**src/hmsc_pkg.sv**
```systemverilog
// ----------------------------------------------------------------------------
// hmsc_pkg
// Shared types and constants for the top-H magnitude sum check.
// ----------------------------------------------------------------------------
package hmsc_pkg;

	localparam int unsigned MAG_W   = 16;
	localparam int unsigned BOUND_W = 22;
	localparam int unsigned SUM_OUT_W = 21;
	localparam int unsigned OUT_TDATA_W = 24;
	localparam int unsigned CMP_W   = 25;
	localparam logic [CMP_W-1:0] SUM_OUT_MAX = CMP_W'(2097151);

	typedef logic [MAG_W-1:0] mag_t;

	typedef struct packed {
		logic ins;
		logic shift;
	} cell_ctl_t;

endpackage

```
**src/hmsc_cell.sv**
```systemverilog
// ----------------------------------------------------------------------------
// hmsc_cell
// One slot of the sorted magnitude chain: insert from the broadcast value or
// the left neighbor, or shift the left neighbor in while draining.
// ----------------------------------------------------------------------------
module hmsc_cell (
	input  logic               clk,
	input  logic               arst_n,
	input  hmsc_pkg::cell_ctl_t ctl,
	input  hmsc_pkg::mag_t     mag,
	input  hmsc_pkg::mag_t     left_val,
	input  logic               left_gt,
	output hmsc_pkg::mag_t     val,
	output logic               gt
);

	hmsc_pkg::mag_t val_q;

	assign val = val_q;
	assign gt  = mag > val_q;

	always_ff @(posedge clk or negedge arst_n) begin
		if (!arst_n) begin
			val_q <= '0;
		end else if (ctl.shift) begin
			val_q <= left_val;
		end else if (ctl.ins && gt) begin
			val_q <= left_gt ? left_val : mag;
		end
	end

endmodule

```
**src/top_h_magnitude_sum_check.sv**
```systemverilog
// ----------------------------------------------------------------------------
// top_h_magnitude_sum_check
// Keeps the TOP_COUNT largest coefficient magnitudes of a polynomial in a
// sorted chain of cells and, after the last word, sums them and checks the bound.
//
//  channel | dir | fields
//  s_*     | in  | tdata[15:0] coefficient, tlast last_coefficient
//  m_*     | out | tdata[20:0] magnitude_sum, tuser[0] rejected
//  cfg_*   | in  | cfg_data[21:0] sum_bound, written when cfg_we is high
//
// One coefficient per cycle is taken while a polynomial streams in.
// After the last word the chain drains into the adder, and then the result
// is loaded into the output register; s_tready is low for that time.
// The drain shifts zeros in, so the store is clear for the next polynomial.
// A pending result holds the load step until m_tready; reset empties the store.
// ----------------------------------------------------------------------------
module top_h_magnitude_sum_check #(
	parameter int unsigned TOP_COUNT = 40
) (
	input  logic        clk,
	input  logic        arst_n,
	input  logic        s_tvalid,
	output logic        s_tready,
	input  logic [15:0] s_tdata,   // coefficient
	input  logic        s_tlast,   // last_coefficient
	output logic        m_tvalid,
	input  logic        m_tready,
	output logic [23:0] m_tdata,   // magnitude_sum, zero pad
	output logic [0:0]  m_tuser,   // rejected
	input  logic        cfg_we,
	input  logic [21:0] cfg_data
);

	localparam int unsigned SUM_W = hmsc_pkg::MAG_W + $clog2(TOP_COUNT + 1);
	localparam int unsigned CNT_W = $clog2(TOP_COUNT + 1);

	typedef enum logic [1:0] {RUN, DRAIN, FINISH} state_t;

	state_t                           state_q;
	logic [CNT_W-1:0]                 cnt_q;
	logic [SUM_W-1:0]                 acc_q;
	logic [hmsc_pkg::BOUND_W-1:0]     bound_q;
	logic                             m_valid_q;
	logic [hmsc_pkg::SUM_OUT_W-1:0]   sum_q;
	logic                             rej_q;

	hmsc_pkg::mag_t                   mag;
	hmsc_pkg::cell_ctl_t              ctl;
	hmsc_pkg::mag_t                   val_w [TOP_COUNT];
	logic                             gt_w  [TOP_COUNT];
	logic                             in_acc;
	logic [hmsc_pkg::CMP_W-1:0]       acc_ext;

	assign s_tready = (state_q == RUN);
	assign in_acc   = s_tvalid && s_tready;
	assign mag      = s_tdata[15] ? (~s_tdata + 16'd1) : s_tdata;
	assign ctl.ins   = in_acc;
	assign ctl.shift = (state_q == DRAIN);
	assign acc_ext  = hmsc_pkg::CMP_W'(acc_q);

	for (genvar i = 0; i < TOP_COUNT; i++) begin : g_cell
		if (i == 0) begin : g_head
			hmsc_cell u_cell (
				.clk      (clk),
				.arst_n   (arst_n),
				.ctl      (ctl),
				.mag      (mag),
				.left_val ('0),
				.left_gt  (1'b0),
				.val      (val_w[i]),
				.gt       (gt_w[i])
			);
		end else begin : g_body
			hmsc_cell u_cell (
				.clk      (clk),
				.arst_n   (arst_n),
				.ctl      (ctl),
				.mag      (mag),
				.left_val (val_w[i-1]),
				.left_gt  (gt_w[i-1]),
				.val      (val_w[i]),
				.gt       (gt_w[i])
			);
		end
	end

	always_ff @(posedge clk or negedge arst_n) begin
		if (!arst_n) begin
			bound_q <= '0;
		end else if (cfg_we) begin
			bound_q <= cfg_data;
		end
	end

	always_ff @(posedge clk or negedge arst_n) begin
		if (!arst_n) begin
			state_q   <= RUN;
			cnt_q     <= '0;
			acc_q     <= '0;
			m_valid_q <= 1'b0;
			sum_q     <= '0;
			rej_q     <= 1'b0;
		end else begin
			if (state_q == FINISH && (!m_valid_q || m_tready)) begin
				m_valid_q <= 1'b1;
			end else if (m_valid_q && m_tready) begin
				m_valid_q <= 1'b0;
			end
			unique case (state_q)
				RUN: begin
					if (in_acc && s_tlast) begin
						state_q <= DRAIN;
						cnt_q   <= '0;
						acc_q   <= '0;
					end
				end
				DRAIN: begin
					acc_q <= acc_q + SUM_W'(val_w[TOP_COUNT-1]);
					cnt_q <= cnt_q + CNT_W'(1);
					if (cnt_q == CNT_W'(TOP_COUNT - 1)) begin
						state_q <= FINISH;
					end
				end
				FINISH: begin
					if (!m_valid_q || m_tready) begin
						sum_q     <= (acc_ext > hmsc_pkg::SUM_OUT_MAX) ?
							hmsc_pkg::SUM_OUT_W'(hmsc_pkg::SUM_OUT_MAX) :
							hmsc_pkg::SUM_OUT_W'(acc_ext);
						rej_q     <= acc_ext > hmsc_pkg::CMP_W'(bound_q);
						state_q   <= RUN;
					end
				end
				default: state_q <= RUN;
			endcase
		end
	end

	assign m_tvalid = m_valid_q;
	assign m_tdata  = hmsc_pkg::OUT_TDATA_W'(sum_q);
	assign m_tuser  = rej_q;

endmodule

```
**config.mk**
```make
export PLATFORM = sky130hd
export DESIGN_NAME = top_h_magnitude_sum_check
export DESIGN_NICKNAME = d
export VERILOG_FILES = /design/src/hmsc_pkg.sv /design/src/hmsc_cell.sv /design/src/top_h_magnitude_sum_check.sv
export SDC_FILE = /design/constraint.sdc
export NUM_CORES = 2
export LEC_CHECK = 0
export ABC_AREA = 0
export CAP_MARGIN = 20
export CORE_UTILIZATION = 41
export DETAILED_ROUTE_END_ITERATION = 12
export DONT_BUFFER_PORTS = 1
export PLACE_DENSITY = 0.67
export SETUP_SLACK_MARGIN = 0.4
export SLEW_MARGIN = 20
export SYNTH_ARGS = -nofsm -noshare
export SYNTH_HDL_FRONTEND = slang
export SYNTH_SLANG_ARGS = --single-unit
```
**constraint.sdc**
```tcl
create_clock -name clk -period 3.7 [get_ports clk]
set_input_delay 0.555 -clock clk [delete_from_list [all_inputs] [get_ports clk]]
set_output_delay 0.555 -clock clk [all_outputs]
set_load 0.03 [all_outputs]
```
; ---- Word-level counts from Yosys, hierarchy flattened
; Index checks and enable logic that the tools add are counted.
[classes]
n_addsub = 3
n_lt_le_gt_ge = 42
n_eq_ne = 6
muxes = 131
bitwise = 1
n_reduce_logical = 92
[op_table]
columns = op, n
row1 = $mux W16, 120
row2 = $gt A16 B16 Y1, 40
row3 = $reduce_bool A2 Y1, 42
row4 = $logic_and A1 B1 Y1, 44
row5 = $pmux W22 S2, 1
row6 = $add A22 B16 Y22, 1
row7 = $gt A22 B21 Y1 const B, 1
row8 = $gt A22 B22 Y1, 1
row9 = $mux W22, 1
row10 = $mux W21, 1
row11 = $add A16 B1 Y16 const B, 1
row12 = $not A16 Y16, 1
row13 = $pmux W6 S2, 1
row14 = $add A6 B1 Y6 const B, 1
row15 = $eq A6 B6 Y1 const B, 1
row16 = $mux W2, 3
row17 = $mux W6, 1
row18 = $ne A2 B1 Y1 const B, 3
row19 = $pmux W2 S3, 1
row20 = $reduce_and A2 Y1, 2
row21 = $reduce_and A3 Y1, 1
row22 = $eq A2 B1 Y1 const B, 1
row23 = $eq A2 B2 Y1 const B, 1
row24 = $logic_not A2 Y1, 1
row25 = 3 further kinds, 4
[totals]
regBits = 715
inputBits = 44
out_inout_bits = 27
word_cells = 322

; ---- Longest topological paths before layout
[depth]
word_depth = 7
mapped_depth = 16
mapped_depth_nobuf = 12

; ---- Hierarchy
; Synthesis repeated with hierarchy kept, for this count alone.
[unflattened]
hier_cells = 6463
hier_area_um2 = 57333.7
[modules_own_cells]
columns = module, instances, cells_per_inst, area_per_inst_um2, seq_area_each_um2
row1 = hmsc_cell, 40, 148, 1315.0, 400.4
row2 = top_h_magnitude_sum_check, 1, 543, 4733.3, 1876.8

; ---- Worst setup path before layout
; OpenSTA, ideal clock, no wires.
[synth_path]
kind = input -> register
start = input port s_tdata[0]
end = register g_cell[27].g_body.u_cell.val_q[10]
setup_ps = 132
arrival_time_ps = 5951
t_required_ps = 3568
setup_slack_ps = -2383
path_stages = 15
path_buffers = 3
path_cell_list = clkinv_1 > ha_1 > nand3_1 > o21ai_0 > xnor2_1 > clkbuf_1 > ha_1 > a21oi_1 > nand2_1 > a2111o_1 > o31ai_1 > or2_0 > clkbuf_1 > clkbuf_1 > o21ai_1
[synth_between]
elab_chain_cells = 7
word_cells_on_any_way = 10
classes_between = 1 x add/sub / 2 x order compare / 4 x mux / 1 x bitwise / 2 x reduce/logical
[synth_lines]
columns = item, line
row1 = from (decl), top_h_magnitude_sum_check.sv:24  ; input logic [15:0] s_tdata,
row2 = $not A16 Y16, top_h_magnitude_sum_check.sv:56  ; assign mag = s_tdata[15] ? (~s_tdata + 16'd1) : s_tdata;
row3 = $add A16 B1 Y16, top_h_magnitude_sum_check.sv:56
row4 = $mux W16 (*), top_h_magnitude_sum_check.sv:56
row5 = $gt A16 B16 Y1, hmsc_cell.sv:20  ; assign gt = mag > val_q;
row6 = $mux W16, hmsc_cell.sv:28  ; val_q <= left_gt ? left_val : mag;
row7 = $mux W16, hmsc_cell.sv:27  ; end else if (ctl.ins && gt) begin
row8 = $mux W16, hmsc_cell.sv:25  ; end else if (ctl.shift) begin
row9 = to (signal assigned), hmsc_cell.sv:26  ; val_q <= left_val;
row10 = to (signal assigned), hmsc_cell.sv:28
row11 = to (decl), hmsc_cell.sv:17  ; hmsc_pkg::mag_t val_q;
; Mark *: on every way between the ends. The rest lies on a longest branch, timed or not. The select of a mux whose other input is x is not followed.
; A chain may end at the register's enable or synchronous reset.

; ---- Final worst setup path
[layout_path]
start = input port s_tdata[12]
end = register g_cell[30].g_body.u_cell.val_q[0]
[layout_between]
elab_chain_cells = 7
word_cells_on_any_way = 10
classes_between = 1 x add/sub / 2 x order compare / 4 x mux / 1 x bitwise / 2 x reduce/logical
[layout_lines]
columns = item, line
row1 = $not A16 Y16, top_h_magnitude_sum_check.sv:56
row2 = $add A16 B1 Y16, top_h_magnitude_sum_check.sv:56
row3 = $mux W16 (*), top_h_magnitude_sum_check.sv:56
row4 = $gt A16 B16 Y1, hmsc_cell.sv:20
row5 = $mux W16, hmsc_cell.sv:28
row6 = $mux W16, hmsc_cell.sv:27
row7 = $mux W16, hmsc_cell.sv:25
row8 = to (signal assigned), hmsc_cell.sv:26
row9 = to (signal assigned), hmsc_cell.sv:28
row10 = to (decl), hmsc_cell.sv:17
; Marks and branches as above.

==> PnR_summary.wiki <==
{| class="wikitable"
! Metric !! Value
|-
| Routed WL per cell || 19.3 um
|-
| Mean instance size in the synthesized netlist || 9.12 um2
|-
| Count of endpoints failing hold in the final timing report || 138
|-
| Hpwl dp || 101 mm
|-
| Share of the clock period used by the worst path || 97.8%
|-
| Die Span X || 356 um
|-
| Start point of the critical path || s_tdata[12]
|-
| Hold slack final || -410 ps
|-
| Total area of multi-input combinational cells || 32,000 um2
|-
| Max VDD drop || 0.000484 V
|-
| Critical path endpoint category || register
|-
| Total power density per cell area || 718 nW/um2
|-
| Maximum buffer depth of the clock tree || 3
|-
| Wire length of the first global-routing pass || 238 mm
|-
| Post-CTS clock slew at the launch and capture registers of the worst setup and hold paths || 60 ps
|-
| Launching point of the worst reg2reg path || state_q[1]
|-
| Via count of the first global-routing pass || 44,700
|-
| Cell types occupying the most area after synthesis || dfrtp_1 (35%), ha_1 (17%), mux2i_1 (12%), o21ai_0 (6.0%), inv_1 (4.7%)
|-
| Kind of launch point of the worst setup path || input pin
|-
| Slew at the pin closest to its max-slew limit || 1250 ps
|-
| Compound-cell area share of the yosys netlist || 18.1%
|-
| TritonCTS clock tree || built
|-
| Global routing met1 resource utilization || 30.0%
|-
| Number of H-tree levels || 3
|-
| Status || complete, but fails checks
|-
| Type of the worst setup path || input pin to register
|-
| Post-route antenna net violation count || 0
|-
| Fillers || 10,800
|-
| Remaining global-route overflow || 0
|-
| Cells along the critical path || or4_4, or2_4, buf_6, nor4b_4, buf_6, buf_12, buf_16, buf_4, buf_8, buf_6, ha_4, nand4_1, nor2_1, a2111o_1, or3_4, a311oi_1, a22oi_1
|-
| Xor/xnor share of the synthesized area || 0.374%
|-
| Cell area after synthesis || 51,500 um2
|-
| Post-synth top area cell || dfrtp_1
|-
| Max Fanout on Critical Path || 8
|-
| Leakage power summed over all cells || 29.0 nW
|-
| Failing checks || design-rule violations, negative hold slack
|-
| Clock latency on the worst-skew pair || 680 ps
|-
| Mux share of post-synthesis cell area || 12.8%
|-
| Number of warnings printed during yosys synthesis || 0
|-
| Cell seen most often among critical-path stages || buf_6
|-
| Clock tree root buffer cell || clkbuf_16
|-
| Worst Path Arrival || 4160 ps
|-
| Global routing usage summed across all routing layers || 23.0%
|-
| Clock skew || 45.4 ps
|-
| Via density || 5.67
|-
| Largest net degree at the start of global routing || 716
|-
| NumNets Final || 6,842
|-
| RSZ-0062 raised after global routing || yes
|-
| Simple-Gate Fraction of Synth Area || 9.85%
|-
| Antenna cells || 0
|-
| Combinational family with the most area after synthesis || compound AO/OA/AOI/OAI gates
|-
| Post-route DRC violation count || 2
|-
| Max-capacitance violation count || 0
|-
| Global placer's final weighted congestion || 0.876
|-
| Fraction of final layout cells with drive strength greater than 1 || 18.9%
|-
| Cell with the largest stage delay on the worst path || or4_4
|-
| Number of enable flip-flop cells after synthesis || 0
|-
| Sequential cell area || 17,900 um2
|-
| Synthesized instance count || 5,645
|-
| Antenna violations before repair || 1
|-
| Required time of the critical path || 4240 ps
|-
| Total routed wirelength || 151 mm
|-
| Placement-stage worst setup slack || -753 ps
|-
| CORE AREA || 124,000 um2
|-
| Total die area || 127,000 um2
|-
| Vias || 44,400
|-
| Post-synth cell types || 74
|-
| Number of CTS-inserted buffers || 85
|-
| Remaining max-slew budget at the tightest pin || 16.9%
|-
| Flip-flop and latch count after synthesis || 715
|-
| Stage delay of the slowest cell on the critical path || 510 ps
|-
| Number of endpoints failing setup at the final stage || 0
|-
| Slew Limit Fails || 0
|-
| GRT met3 Usage || 2.78%
|-
| Pre-antenna DRT Iters || 10
|-
| Share of the yosys chip area belonging to registers || 34.8%
|-
| Number of input and output port buffers inserted || 0
|-
| Clock net sink count || 715
|-
| Initial core utilization || 41.5%
|-
| Aggregate negative setup slack || 0 ps
|-
| Min-delay worst type || input pin to async pin
|-
| Arithmetic-cell share of the synthesized area counting full adders, half adders and majority gates || 16.6%
|-
| Vertical die dimension || 356 um
|-
| I/O pin count || 71
|-
| Global route hottest layer || met2
|-
| Violation count after the first detailed-route iteration || 2,954
|-
| Area overhead of the layout relative to synthesis || 26.3%
|-
| Fmax achieved || 276 MHz
|-
| Synth top area share || 34.8%
|-
| Worst path setup slack after routing || 82.2 ps
|-
| Async S/R FF share, synth || 100%
|-
| Number of core rows || 129
|-
| Post-layout min period || 3620 ps
|-
| Global routing usage on met2 || 39.1%
|-
| Most common flop cell mapped by yosys || dfrtp_1
|}
==> routing by layer <==
layer,vias up,wire length [um]
li1,21300,-
met1,21700,66300
met2,1048,72600
met3,295,6500
met4,2,5260
met5,-,13
==> kinds of logic after synthesis <==
kind of cell / count (synthesis)
xor gates and xnor gates: 22
buffers and inverters: 987
adders and majority gates: 681
muxes: 655
AOI/OAI and AO/OA: 1565
other: 1
and+or+nand+nor: 1019
DFF: 715
==> synthesized netlist by cell type (6+ instances only) <==
cell,number
nor4_1,38
a21oi_1,303
nor2_1,84
or2_1,15
nor3_2,6
a2111o_1,34
nor3_1,134
ha_1,680
buf_1,6
o31ai_4,10
a2111oi_0,13
a21boi_1,11
mux2_1,6
or3_1,10
buf_6,8
o21ai_0,619
a22o_1,13
a211oi_1,21
and3_1,42
a31oi_1,14
inv_1,644
dfrtp_1,715
nor2b_1,45
buf_4,11
o211ai_1,62
buf_2,58
a211o_1,20
a21o_1,35
xor2_1,6
mux2_2,16
o31ai_1,127
nand4_1,136
o22ai_1,14
xnor2_1,16
nand3_1,93
mux2i_1,633
a22oi_1,8
nand2_1,366
o21ai_1,189
clkbuf_1,253
inv_2,6
a21boi_0,32
or4_1,21
==> cell usage in the layout (no fill, tap or decap), drive strengths merged, types with 142 or more instances in the layout <==
cell type,instances
o31ai,142
nand2,366
a21oi,303
dfrtp,715
nor3,143
inv,652
ha,680
buf,677
o21ai,808
mux2i,633
==> power breakdown <==
group | internal (mW) | total, mW | switching (mW) | leakage [nW]
clock | 5.42 | 9.07 | 3.65 | 1.48
combinational | 11.2 | 23.9 | 12.7 | 18.4
sequential | 10.9 | 13.7 | 2.81 | 9.15
==> final timing paths <==
| kind | to | slack, ps | cells after the start |
|---|---|---|---|
| max | g_cell[30].g_body.u_cell.val[0] | 80 | 17 |
| min | g_cell[15].g_body.u_cell.val[7] | -410 | 0 |
| max reg2reg | g_cell[4].g_body.u_cell.val[0] | 810 | 7 |
| min reg2reg | cnt_q[5] | 500 | 1 |
| max in group asynchronous | g_cell[30].g_body.u_cell.val[4] | 1220 | 3 |
| min in group clk | g_cell[22].g_body.u_cell.val[0] | 100 | 2 |
==> through the flow <==
stage | instance area, um2 | util, % | power, mW | std cells
after CTS | 62900 | 50.7 | 45.1 | 7760
after detailed placement | 58200 | 46.9 | 34.8 | 7512
after global placement | 58200 | 46.9 | 33.9 | 7512
final | 65000 | 52.4 | 46.7 | 7822
after global routing | 65000 | 52.4 | 50.2 | 7822
after floorplan | 52400 | - | 28.1 | 5647
==> layout make-up <==
| class | instances | share of cell area (%) |
|---|---|---|
| multi-input cells | 3949 | 49.2 |
| flip-flops and latches | 715 | 27.5 |
| repair buffers | 715 | 11.7 |
| clock buffers | 118 | 3.82 |
| inverters | 651 | 3.78 |
| well taps | 1637 | 3.15 |
| clock inverters | 37 | 0.806 |
==> flip-flops by register name, indices dropped and copies added, names as in the netlist <==
| register | count |
|---|---|
| acc_q | 22 |
| m_tuser | 1 |
| bound_q | 22 |
| sum_q | 21 |
| state_q | 2 |
| m_tvalid | 1 |
| cnt_q | 6 |
| g_cell.g_body.u_cell.val | 624 |
| g_cell.g_head.u_cell.val | 16 |
==> repair_timing <==
action | in CTS | in global routing
pin swaps | 71 | 99
setup buffers | 52 | 40
hold buffers | 23 | 1
resized for setup | 157 | 326
endpoints found under the setup margin | 626 | 640
endpoints found under the hold margin | 737 | 27
gates cloned | 18 | 17
==> critical path: cells and delay by family <==
| kind | cells | cell delay, ps |
|---|---|---|
| fa+ha+maj | 1 | 190 |
| compound gates | 3 | 900 |
| buf+inv | 7 | 880 |
| simple gates | 6 | 1610 |
Power figures use the tool's default switching activity.
